$ cat config.mk
export PLATFORM = sky130hd
export DESIGN_NAME = ansi_truecolor_pixel_encoder_flat
export DESIGN_NICKNAME = d
export VERILOG_FILES = /design/src/rtl/ate_pkg.sv /design/src/rtl/ate_pixel_if.sv /design/src/rtl/ate_text_if.sv /design/src/rtl/ate_front.sv /design/src/rtl/ate_queue.sv /design/src/rtl/ate_back.sv /design/src/rtl/ansi_truecolor_pixel_encoder.sv /design/src/flat_wrapper.sv
export SDC_FILE = /design/constraint.sdc
export NUM_CORES = 1
export LEC_CHECK = 0
export BUFFER_PORTS_ARGS = -buffer_cell sky130_fd_sc_hd__clkbuf_2
export CORE_UTILIZATION = 45
export CTS_BUF_LIST = sky130_fd_sc_hd__clkbuf_4 sky130_fd_sc_hd__clkbuf_8
export DETAILED_ROUTE_END_ITERATION = 6
export PLACE_DENSITY = 0.61
export SKIP_CTS_REPAIR_TIMING = 1
export SLEW_MARGIN = 25
export SYNTH_ARGS = -nofsm -noshare
export SYNTH_HDL_FRONTEND = slang
export SYNTH_SLANG_ARGS = --single-unit
$ cat constraint.sdc
create_clock -name clk -period 10.1 [get_ports clk]
set_input_delay 2.02 -clock clk [delete_from_list [all_inputs] [get_ports clk]]
set_output_delay 2.02 -clock clk [all_outputs]
set_load 0.03 [all_outputs]
$ cat src/rtl/ate_pkg.sv
`timescale 1ns / 1ps
// ----------------------------------------------------------------------------
// ate_pkg: shared types and helpers of the truecolor pixel encoder
// Job descriptor handed from the front end to the byte sequencer, character
// codes, and the binary to decimal digit conversion.
// ----------------------------------------------------------------------------
package ate_pkg;

  localparam logic [7:0] CH_ESC   = 8'h1B;
  localparam logic [7:0] CH_LBR   = 8'h5B;  // '['
  localparam logic [7:0] CH_SEMI  = 8'h3B;  // ';'
  localparam logic [7:0] CH_SPACE = 8'h20;
  localparam logic [7:0] CH_NL    = 8'h0A;
  localparam logic [7:0] CH_M     = 8'h6D;  // 'm'
  localparam logic [7:0] CH_ZERO  = 8'h30;  // '0'
  localparam logic [7:0] CH_TWO   = 8'h32;  // '2'
  localparam logic [7:0] CH_FOUR  = 8'h34;  // '4'
  localparam logic [7:0] CH_EIGHT = 8'h38;  // '8'

  localparam int QueueDepth = 2;

  typedef logic [3:0] digit_t;
  typedef logic [1:0] dig_idx_t;

  // Decimal form of one color component: dig[0] ones, dig[1] tens,
  // dig[2] hundreds; top is the index of the first digit to send.
  typedef struct packed {
    digit_t [2:0] dig;
    dig_idx_t     top;
  } dec_t;

  typedef struct packed {
    logic emit_color;
    dec_t red;
    dec_t green;
    dec_t blue;
    logic line_end;
    logic frame_end;
  } job_t;

  // Double dabble: eight shift steps over a 20-bit scratch word
  function automatic dec_t to_dec(logic [7:0] v);
    logic [19:0] sc;
    dec_t        d;
    sc = {12'd0, v};
    for (int i = 0; i < 8; i++) begin
      if (sc[11:8] >= 4'd5) sc[11:8] = sc[11:8] + 4'd3;
      if (sc[15:12] >= 4'd5) sc[15:12] = sc[15:12] + 4'd3;
      if (sc[19:16] >= 4'd5) sc[19:16] = sc[19:16] + 4'd3;
      sc = {sc[18:0], 1'b0};
    end
    d.dig[0] = sc[11:8];
    d.dig[1] = sc[15:12];
    d.dig[2] = sc[19:16];
    if (sc[19:16] != 4'd0) begin
      d.top = 2'd2;
    end else if (sc[15:12] != 4'd0) begin
      d.top = 2'd1;
    end else begin
      d.top = 2'd0;
    end
    return d;
  endfunction

endpackage

$ cat src/rtl/ate_pixel_if.sv
`timescale 1ns / 1ps
// ----------------------------------------------------------------------------
// ate_pixel_if: pixel input channel
// Valid/ready channel carrying one RGB pixel with its line and frame marks.
// ----------------------------------------------------------------------------
interface ate_pixel_if;
  logic       valid;
  logic       ready;
  logic [7:0] red_level;
  logic [7:0] green_level;
  logic [7:0] blue_level;
  logic       line_end;
  logic       frame_end;

  modport source (
    output valid, red_level, green_level, blue_level, line_end, frame_end,
    input  ready
  );
  modport sink (
    input  valid, red_level, green_level, blue_level, line_end, frame_end,
    output ready
  );
endinterface

$ cat src/rtl/ate_text_if.sv
`timescale 1ns / 1ps
// ----------------------------------------------------------------------------
// ate_text_if: text byte output channel
// Valid/ready channel carrying one output byte and its end-of-pixel mark.
// ----------------------------------------------------------------------------
interface ate_text_if;
  logic       valid;
  logic       ready;
  logic [7:0] text_byte;
  logic       last_byte;

  modport source (output valid, text_byte, last_byte, input ready);
  modport sink (input valid, text_byte, last_byte, output ready);
endinterface

$ cat src/rtl/ate_front.sv
`timescale 1ns / 1ps
// ----------------------------------------------------------------------------
// ate_front: pixel classifier
// Compares each pixel with the last emitted color, converts the components
// to decimal digits and pushes one job per pixel into the queue.
// ----------------------------------------------------------------------------
module ate_front (
  input  logic          clk,
  input  logic          rst,
  ate_pixel_if.sink     pixel,
  input  logic          q_full,
  output logic          q_push,
  output ate_pkg::job_t q_job
);

  logic       color_known;
  logic [7:0] prev_red;
  logic [7:0] prev_green;
  logic [7:0] prev_blue;
  logic       emit;
  logic       eol;

  // Accept whenever the queue has room
  assign pixel.ready = !q_full;
  assign q_push      = pixel.valid && !q_full;

  // Classify the pixel
  assign emit = !color_known || (pixel.red_level != prev_red) ||
                (pixel.green_level != prev_green) || (pixel.blue_level != prev_blue);
  assign eol  = pixel.line_end || pixel.frame_end;

  always_comb begin
    q_job.emit_color = emit;
    q_job.red        = ate_pkg::to_dec(pixel.red_level);
    q_job.green      = ate_pkg::to_dec(pixel.green_level);
    q_job.blue       = ate_pkg::to_dec(pixel.blue_level);
    q_job.line_end   = eol;
    q_job.frame_end  = pixel.frame_end;
  end

  // Track the last emitted color; forget it at a line end
  always_ff @(posedge clk) begin
    if (rst) begin
      color_known <= 1'b0;
      prev_red    <= 8'd0;
      prev_green  <= 8'd0;
      prev_blue   <= 8'd0;
    end else if (q_push) begin
      if (emit) begin
        prev_red   <= pixel.red_level;
        prev_green <= pixel.green_level;
        prev_blue  <= pixel.blue_level;
      end
      color_known <= !eol;
    end
  end

endmodule

$ cat src/rtl/ate_queue.sv
`timescale 1ns / 1ps
// ----------------------------------------------------------------------------
// ate_queue: job queue
// Small first-in first-out buffer of job descriptors between the front end
// and the byte sequencer.
// ----------------------------------------------------------------------------
module ate_queue (
  input  logic          clk,
  input  logic          rst,
  input  logic          push,
  input  ate_pkg::job_t push_job,
  output logic          full,
  input  logic          pop,
  output logic          head_valid,
  output ate_pkg::job_t head_job
);

  localparam int PtrW = $clog2(ate_pkg::QueueDepth);
  localparam int CntW = $clog2(ate_pkg::QueueDepth + 1);

  ate_pkg::job_t       mem [ate_pkg::QueueDepth];
  logic [PtrW-1:0]     wr_ptr;
  logic [PtrW-1:0]     rd_ptr;
  logic [CntW-1:0]     count;
  logic                do_push;
  logic                do_pop;

  assign full       = (count == CntW'(ate_pkg::QueueDepth));
  assign head_valid = (count != '0);
  assign head_job   = mem[rd_ptr];
  assign do_push    = push && !full;
  assign do_pop     = pop && head_valid;

  // Store pushed jobs
  always_ff @(posedge clk) begin
    if (do_push) mem[wr_ptr] <= push_job;
  end

  // Advance pointers and occupancy
  always_ff @(posedge clk) begin
    if (rst) begin
      wr_ptr <= '0;
      rd_ptr <= '0;
      count  <= '0;
    end else begin
      if (do_push) begin
        wr_ptr <= (wr_ptr == PtrW'(ate_pkg::QueueDepth - 1)) ? '0 : wr_ptr + 1'b1;
      end
      if (do_pop) begin
        rd_ptr <= (rd_ptr == PtrW'(ate_pkg::QueueDepth - 1)) ? '0 : rd_ptr + 1'b1;
      end
      if (do_push && !do_pop) begin
        count <= count + 1'b1;
      end else if (do_pop && !do_push) begin
        count <= count - 1'b1;
      end
    end
  end

endmodule

$ cat src/rtl/ate_back.sv
`timescale 1ns / 1ps
// ----------------------------------------------------------------------------
// ate_back: byte sequencer
// Walks one job through its escape sequence, space, newline and reset
// sequence, one byte per transfer into a registered output stage.
// ----------------------------------------------------------------------------
module ate_back (
  input  logic          clk,
  input  logic          rst,
  input  logic          q_valid,
  input  ate_pkg::job_t q_job,
  output logic          q_pop,
  ate_text_if.source    text
);

  typedef enum logic [4:0] {
    S_ESC, S_LBR, S_C4, S_C8, S_SEMI1, S_C2, S_SEMI2, S_RDIG, S_SEMI3, S_GDIG,
    S_SEMI4, S_BDIG, S_M, S_SPACE, S_NL, S_FESC, S_FLBR, S_F0, S_FM
  } step_t;

  step_t              step;
  step_t              step_next;
  ate_pkg::dig_idx_t  didx;
  ate_pkg::dig_idx_t  didx_next;
  logic               busy;
  ate_pkg::job_t      job;
  logic               load;
  logic               fin;
  logic [7:0]         cur_byte;
  ate_pkg::digit_t    cur_dig;
  logic               out_valid;
  logic [7:0]         out_byte;
  logic               out_last;

  assign text.valid     = out_valid;
  assign text.text_byte = out_byte;
  assign text.last_byte = out_last;

  // Output stage can take a byte when empty or being drained
  assign load  = !out_valid || text.ready;
  assign q_pop = load && (!busy || fin) && q_valid;

  // Pick the digit of the component in progress
  always_comb begin
    unique case (step)
      S_RDIG:  cur_dig = job.red.dig[didx];
      S_GDIG:  cur_dig = job.green.dig[didx];
      default: cur_dig = job.blue.dig[didx];
    endcase
  end

  // Byte for the current step, next step, and end-of-job flag
  always_comb begin
    cur_byte  = ate_pkg::CH_SPACE;
    step_next = step;
    didx_next = didx;
    fin       = 1'b0;
    unique case (step)
      S_ESC: begin
        cur_byte = ate_pkg::CH_ESC;
        step_next = S_LBR;
      end
      S_LBR: begin
        cur_byte = ate_pkg::CH_LBR;
        step_next = S_C4;
      end
      S_C4: begin
        cur_byte = ate_pkg::CH_FOUR;
        step_next = S_C8;
      end
      S_C8: begin
        cur_byte = ate_pkg::CH_EIGHT;
        step_next = S_SEMI1;
      end
      S_SEMI1: begin
        cur_byte = ate_pkg::CH_SEMI;
        step_next = S_C2;
      end
      S_C2: begin
        cur_byte = ate_pkg::CH_TWO;
        step_next = S_SEMI2;
      end
      S_SEMI2: begin
        cur_byte  = ate_pkg::CH_SEMI;
        step_next = S_RDIG;
        didx_next = job.red.top;
      end
      S_RDIG, S_GDIG, S_BDIG: begin
        cur_byte = ate_pkg::CH_ZERO | {4'd0, cur_dig};
        if (didx != 2'd0) begin
          didx_next = didx - 1'b1;
        end else begin
          unique case (step)
            S_RDIG:  step_next = S_SEMI3;
            S_GDIG:  step_next = S_SEMI4;
            default: step_next = S_M;
          endcase
        end
      end
      S_SEMI3: begin
        cur_byte  = ate_pkg::CH_SEMI;
        step_next = S_GDIG;
        didx_next = job.green.top;
      end
      S_SEMI4: begin
        cur_byte  = ate_pkg::CH_SEMI;
        step_next = S_BDIG;
        didx_next = job.blue.top;
      end
      S_M: begin
        cur_byte = ate_pkg::CH_M;
        step_next = S_SPACE;
      end
      S_SPACE: begin
        cur_byte  = ate_pkg::CH_SPACE;
        step_next = S_NL;
        fin       = !job.line_end;
      end
      S_NL: begin
        cur_byte  = ate_pkg::CH_NL;
        step_next = S_FESC;
        fin       = !job.frame_end;
      end
      S_FESC: begin
        cur_byte = ate_pkg::CH_ESC;
        step_next = S_FLBR;
      end
      S_FLBR: begin
        cur_byte = ate_pkg::CH_LBR;
        step_next = S_F0;
      end
      S_F0: begin
        cur_byte = ate_pkg::CH_ZERO;
        step_next = S_FM;
      end
      S_FM: begin
        cur_byte = ate_pkg::CH_M;
        fin      = 1'b1;
      end
      default: begin
        cur_byte = ate_pkg::CH_SPACE;
      end
    endcase
  end

  // Hold sequencer state and the output register
  always_ff @(posedge clk) begin
    if (rst) begin
      busy      <= 1'b0;
      step      <= S_SPACE;
      didx      <= 2'd0;
      out_valid <= 1'b0;
    end else if (load) begin
      out_valid <= busy;
      if (busy) begin
        out_byte <= cur_byte;
        out_last <= fin;
      end
      if (q_pop) begin
        job  <= q_job;
        busy <= 1'b1;
        step <= q_job.emit_color ? S_ESC : S_SPACE;
        didx <= 2'd0;
      end else if (busy) begin
        step <= step_next;
        didx <= didx_next;
        if (fin) begin
          busy <= 1'b0;
        end
      end
    end
  end

endmodule

$ cat src/rtl/ansi_truecolor_pixel_encoder.sv
`timescale 1ns / 1ps
// ----------------------------------------------------------------------------
// ansi_truecolor_pixel_encoder: RGB pixel to terminal text encoder
// Turns each pixel into a background color escape (when the color changes
// or a line starts), a space, and line and frame end bytes.
// ----------------------------------------------------------------------------
//
//  Channel  Dir  Carries                                          Transfer
//  pixel    in   red_level, green_level, blue_level, line_end,    valid & ready
//                frame_end
//  text     out  text_byte, last_byte                             valid & ready
//
//  One text byte leaves per cycle while the text channel is ready; a pixel
//  takes 1 to 25 output bytes (1 space, up to 19 color escape bytes,
//  newline, 4 frame end bytes), so the byte sequencer sets the throughput.
//  Pixels are classified on entry and wait in a two-entry job queue, so
//  input is taken while earlier pixels are still being sent.
//  Reset (rst, synchronous) clears the stored color, the queue and the
//  output stage. A stalled text channel holds its byte and fills the queue.
//
module ansi_truecolor_pixel_encoder (
  input  logic       clk,
  input  logic       rst,
  ate_pixel_if.sink  pixel,
  ate_text_if.source text
);

  ate_pkg::job_t push_job;
  ate_pkg::job_t head_job;
  logic          push;
  logic          full;
  logic          pop;
  logic          head_valid;

  ate_front u_front (
    .clk    (clk),
    .rst    (rst),
    .pixel  (pixel),
    .q_full (full),
    .q_push (push),
    .q_job  (push_job)
  );

  ate_queue u_queue (
    .clk        (clk),
    .rst        (rst),
    .push       (push),
    .push_job   (push_job),
    .full       (full),
    .pop        (pop),
    .head_valid (head_valid),
    .head_job   (head_job)
  );

  ate_back u_back (
    .clk     (clk),
    .rst     (rst),
    .q_valid (head_valid),
    .q_job   (head_job),
    .q_pop   (pop),
    .text    (text)
  );

endmodule

$ cat src/flat_wrapper.sv
// flat-port wrapper written by rule: the top's interface ports become plain ports
module ansi_truecolor_pixel_encoder_flat 
  (clk, rst, pixel_valid, pixel_red_level, pixel_green_level, pixel_blue_level, pixel_line_end, pixel_frame_end, pixel_ready, text_valid, text_text_byte, text_last_byte, text_ready);
  ate_pixel_if pixel_i ();
  ate_text_if text_i ();
  input  logic clk;
  input  logic rst;
  input wire logic [$bits(pixel_i.valid)-1:0] pixel_valid;
  input wire logic [$bits(pixel_i.red_level)-1:0] pixel_red_level;
  input wire logic [$bits(pixel_i.green_level)-1:0] pixel_green_level;
  input wire logic [$bits(pixel_i.blue_level)-1:0] pixel_blue_level;
  input wire logic [$bits(pixel_i.line_end)-1:0] pixel_line_end;
  input wire logic [$bits(pixel_i.frame_end)-1:0] pixel_frame_end;
  output wire logic [$bits(pixel_i.ready)-1:0] pixel_ready;
  output wire logic [$bits(text_i.valid)-1:0] text_valid;
  output wire logic [$bits(text_i.text_byte)-1:0] text_text_byte;
  output wire logic [$bits(text_i.last_byte)-1:0] text_last_byte;
  input wire logic [$bits(text_i.ready)-1:0] text_ready;
  assign pixel_i.valid = pixel_valid;
  assign pixel_i.red_level = pixel_red_level;
  assign pixel_i.green_level = pixel_green_level;
  assign pixel_i.blue_level = pixel_blue_level;
  assign pixel_i.line_end = pixel_line_end;
  assign pixel_i.frame_end = pixel_frame_end;
  assign pixel_ready = pixel_i.ready;
  assign text_valid = text_i.valid;
  assign text_text_byte = text_i.text_byte;
  assign text_last_byte = text_i.last_byte;
  assign text_i.ready = text_ready;
  ansi_truecolor_pixel_encoder u_core (.clk(clk), .rst(rst), .pixel(pixel_i), .text(text_i));
endmodule
### After elaboration in Yosys (flattened, before gate mapping)

Memories as Yosys holds them, arrays and structs flattened. A register that Yosys moved wholly into a read port is not among the register bits.
Cells that the tools add are included.
Widths: inputs -> output; s select.

* add/sub/neg operators: 26
* multipliers: 0
* divide/modulo/power cells: 0
* $lt $le $gt $ge: 22
* equality and inequality tests: 24
* shift-type cells: 0
* mux-type cells: 57
* bitwise gates (word level): 1
* reductions and logical operators: 45

Operators with widths (count)
* $mux 4: 25
* $pmux 5 s16: 1
* $pmux 7 s10: 1
* $add 4x2->4 const B: 15
* $ge 4x3->1 const B: 15
* $eq 5x4->1 const B: 8
* $add 3x2->4 const B: 6
* $bmux 4 s2: 3
* $ne 8x8->1: 3
* $eq 5x3->1 const B: 4
* $ge 3x3->1 const B: 6
* $reduce_bool 17->1: 1
* $mux 2: 8
* $eq 5x5->1 const B: 3
* $mux 5: 3
* $reduce_bool 2->1: 7
* $mux 1: 12
* $reduce_bool 4->1: 3
* $eq 5x2->1 const B: 2
* $logic_not 1->1: 9
* $pmux 2 s4: 1
* $pmux 4 s2: 1
* $reduce_and 4->1: 2
* $logic_and 1x1->1: 7
* other kinds (18): 29

* flip-flop bits (word level): 91
* bits in latches: 0
* memory bits (writable): 78
* bits in read-only memories: 0
* input bits: 30
* word-level logic and storage cells: 203
* memories: 1

Memories
* u_core.u_queue.mem: words 2, bits a word 39, read ports 1, clocked after memory_dff 1, write ports 1, RTL line ate_queue.sv:21 `ate_pkg::job_t mem [ate_pkg::QueueDepth];`

### Depth between registers and ports, before layout

* depth after elaboration: 13
* mapped depth: 25
* mapped depth without buffers: 24

### Modules after synthesis

Synthesis repeated with hierarchy kept, for this count alone.

* cells, all modules: 908
* area total of the unflattened synthesis: 10107.2 µm²

Modules (own cells, without submodules)
* ate_front: times used 1, cells an instance 519, area an instance 3797.4 µm², sequential area each 500.5 µm²
* ate_queue: times used 1, cells an instance 165, area an instance 3464.6 µm², sequential area each 2802.7 µm²
* ate_back: times used 1, cells an instance 224, area an instance 2845.2 µm², sequential area each 1741.7 µm²

### Worst setup path before layout

Ideal clock, no wire load.

* path type: input to register
* start: input pixel_blue_level[6]
* end: memory u_core.u_queue.mem[0][2] in the netlist's numbering, data pin
* library setup time: 268 ps
* data arrival time: 6446 ps
* data required time: 9832 ps
* setup slack: 3386 ps
* cell stages on the path: 22
* cells stage by stage: buf_2 -> inv_1 -> ha_1 -> o21ai_0 -> mux2_2 -> ha_1 -> nand2b_1 -> or4b_4 -> nand2_1 -> xnor2_1 -> ha_1 -> nand2b_1 -> a31oi_4 -> mux2_4 -> o31ai_2 -> and2_1 -> buf_6 -> ha_1 -> and3_1 -> o22ai_1 -> nand2_1 -> o41a_1

RTL lines
* from (decl): RTL line flat_wrapper.sv:11 `input wire logic [$bits(pixel_i.blue_level)-1:0] pixel_blue_level;`
* to (decl): RTL line ate_queue.sv:21

==> results.cfg <==
[outcome]
status = complete, no violations

[global_route]
grt_pass1_vias = 5987
grt_pass1_wl_mm = 30.2
grt_overflow = 0
grt_usage_pct = 18.0
antenna_found_initial = 0
grt_max_degree = 42

[detailed_routing]
first_pass_iters = 4
via_per_inst = 5.48
wire_per_inst_um = 15.6
drc = 0
ant_nets = 0
wl_mm = 18.4
via_count = 6456
drtIter0Drc = 389

[synthesis]
synth_top_area_cell = edfxtp_1
syn_avg_cell_area_um2 = 10.4
synthTopCellsByArea = edfxtp_1 (41%), dfxtp_1 (8.5%), mux2_2 (5.8%), mux2i_1 (4.2%), nor2_1 (3.8%)
synth-edff-count = 124
syn_area_um2 = 9190
synthArstFlopShare_pct = 0
yosys_register_bits = 163
syn_nets = 936
synth_top_area_share_pct = 40.5
yosysUniqueCellTypes = 77
syn_inst = 880
ys_seq_area_share_pct = 49.0
synthFlopType = edfxtp_1
ys_warn_count = 0

[worst_setup_path]
r2r-start = u_core.u_back.step[1]$_SDFFE_PP0P_
worstRegToRegCells = 8
path_common_cell = ha_1
crit_slowest_cell = or4b_4
cp-start-kind = input pin
critPathLaunch = pixel_blue_level[6]
r2r_end = u_core.u_back.text.text_byte[0]$_DFFE_PP_
slowest_delay_ns = 0.48
cp_max_fo = 8
crit_required_ns = 10.29
end_kind = flop
r2r_slack_ns = 6.85
critPathKind = input pin to flop
worstPathCellList = clkbuf_2 -> inv_1 -> ha_1 -> o21ai_0 -> mux2_2 -> ha_1 -> nand2b_1 -> or4b_4 -> nand2_1 -> xnor2_1 -> ha_1 -> nand2b_1 -> a31oi_4 -> mux2_4 -> o31ai_2 -> and2_1 -> ha_1 -> nand2_1 -> a21oi_1 -> nor2_1 -> nand2_1 -> o41a_1
arrival_ns = 6.93

[sta]
hold_ws_ns = 0.472
fmax_mhz = 148
min_period_ns = 6.74
setup_viol = 0
worstMarginPinSlew_ns = 1.04
rsz0062_at_grt = no
finalCritPeriodShare_pct = 66.7
final_max_slew_viol_count = 0
fin_tns_setup_ns = 0
worst_slew_margin_rel_pct = 28.8
fin_worst_skew_ns = 0.0104
hold_viol_final = 0

[clocking]
cts_tree = done
clk_pin_slew_worst_paths_ns = 0.08
clockBufferDepth = 2
htree_levels = 4
numCtsBuffers = 17
cts_root_buffer = clkbuf_8
clk_latency_ns = 0.44
clock_sinks = 163

[die]
die_h_um = 145
initial_core_util_pct = 46.6
coreArea_um2 = 19700
die-area_um2 = 21000
die_w_um = 145
rows = 51
ios = 41

[placed_design]
dp_hpwl_mm = 13.0
port-buffer-count = 39
place.gp.congestion = 0.842

[finish]
drive_gt1_share_pct = 16.8
finish.utilization_pct = 50.7
antennaDiodeCount = 0
nFillCells = 1804
nets = 956
area_growth_pct = 8.78

[hold_path]
hp-class = flop to flop
hold_end = u_core.u_front.prev_green[0]$_SDFFE_PP0P_
whs_path_depth = 2
hp-start = u_core.u_front.prev_green[0]$_SDFFE_PP0P_

[power_and_ir_drop]
leakage_uw = 0.00379
irDropWorstVdd_mv = 0.101
p_per_area_nw_per_um2 = 238

[run]
drv_cap = 0
-- worst max path at each step --
stage / end / slack (ns) / depth (start not counted)
finish: u_core.u_queue.mem[0][2]$_DFFE_PP_ / 3.36 / 22
global route: u_core.u_queue.mem[0][26]$_DFFE_PP_ / 2.92 / 21
CTS: u_core.u_queue.mem[0][2]$_DFFE_PP_ / 3.37 / 22
detailed placement: u_core.u_queue.mem[0][2]$_DFFE_PP_ / 2.88 / 21
global placement: u_core.u_queue.mem[0][2]$_DFFE_PP_ / 3.06 / 21
floorplan: u_core.u_queue.mem[0][2]$_DFFE_PP_ / 3.39 / 22
-- cells in the final DEF, fill, tap and decap left out, types with 9 or more instances in the layout --
cell type  count
a211oi_1      11
a21o_1        10
a21oi_1       44
a22o_1         9
a22oi_1       10
a31oi_1        9
clkbuf_2      39
clkbuf_8      19
dfxtp_1       38
edfxtp_1     124
ha_1          26
inv_1         35
mux2_2        47
mux2i_1       39
nand2_1       68
nand2b_1      16
nand3_1       18
nor2_1        91
nor2b_1       13
nor3_1        21
o21ai_0       41
xnor2_1       19
xor2_1        17
-- logic make-up after synthesis --
group | after synthesis | synth area share [%]
flops | 163 | 49.0
xor+xnor | 38 | 3.78
simple gates | 278 | 14.4
buf+inv | 83 | 3.70
compound gates | 202 | 15.0
mux | 89 | 10.5
other cells | 1 | 0.0408
fa+ha+maj | 26 | 3.54
-- power by group --
group	leakage (uW)	switching (uW)	internal, uW
Sequential	0.00147	115	934
Clock	0.000202	235	215
Combinational	0.00212	506	378
-- synth_stat cells, types with 5 or more instances --
cell type,count
xor2_1,17
a21oi_1,44
inv_1,35
a221o_1,5
a22o_1,9
a31oi_1,9
nor2b_1,13
a211oi_1,11
nand2b_1,16
nor3_1,22
xnor2_1,19
or3_1,5
mux2i_1,39
nand2_1,68
a21o_1,10
dfxtp_1,39
nand3b_1,5
o22ai_1,6
nor2_1,94
nor4_1,7
o221ai_1,5
o21ai_0,41
clkbuf_1,32
edfxtp_1,124
ha_1,26
nand3_1,18
a22oi_1,10
and3_1,5
mux2_2,47
buf_2,8
o21a_1,8
and2_1,6
-- sequential cells by signal, summed over array words and instances (netlist names), 2 cells and up, named ones only --
name and flops:
u_core.u_back.text.text_byte 7, u_core.u_queue.mem 78, u_core.u_queue.count 2, u_core.u_front.prev_blue 8, u_core.u_front.prev_red 8, u_core.u_back.didx 2
u_core.u_front.prev_green 8, u_core.u_back.step 5, u_core.u_back.job 38
-- worst max-delay path: cells and delay by family --
family	cells	cell delay [ns]
compound gates	5	1.26
xor+xnor	1	0.25
fa+ha+maj	4	1.03
buf+inv	2	0.25
mux	2	0.67
simple gates	8	1.47
-- area by class of cell --
cell class / instances / area (um2) / area share, %
inverter: 38 / 143 / 1.43
clock inverter: 11 / 101 / 1.01
clock buffer: 21 / 277 / 2.77
multi-input combinational: 634 / 4380 / 43.8
timing repair buffer: 46 / 260 / 2.60
tap: 265 / 332 / 3.32
sequential: 163 / 4510 / 45.1
-- metal layers --
metal  GRT usage [%]  wire [um]  up-vias  share of wire (%)
li1                -          -     3284                  -
met1            24.3       8990     3042                 49
met2            29.1       8550      115                 46
met3            3.55        600       15                3.3
met4            5.53        251        0                1.4
met5               0          0        -                  0
-- per-stage QoR --
stage	cell area [um2]	std cells	total power (uW)	setup WS [ns]
global route	10000	1178	2550	2.92
global placement	9590	1145	1940	3.06
CTS	9970	1177	2400	3.37
finish	10000	1178	2380	3.36
detailed placement	9590	1145	1940	2.88
floorplan	9190	880	1730	3.39
(Power assumes the default switching activity.)
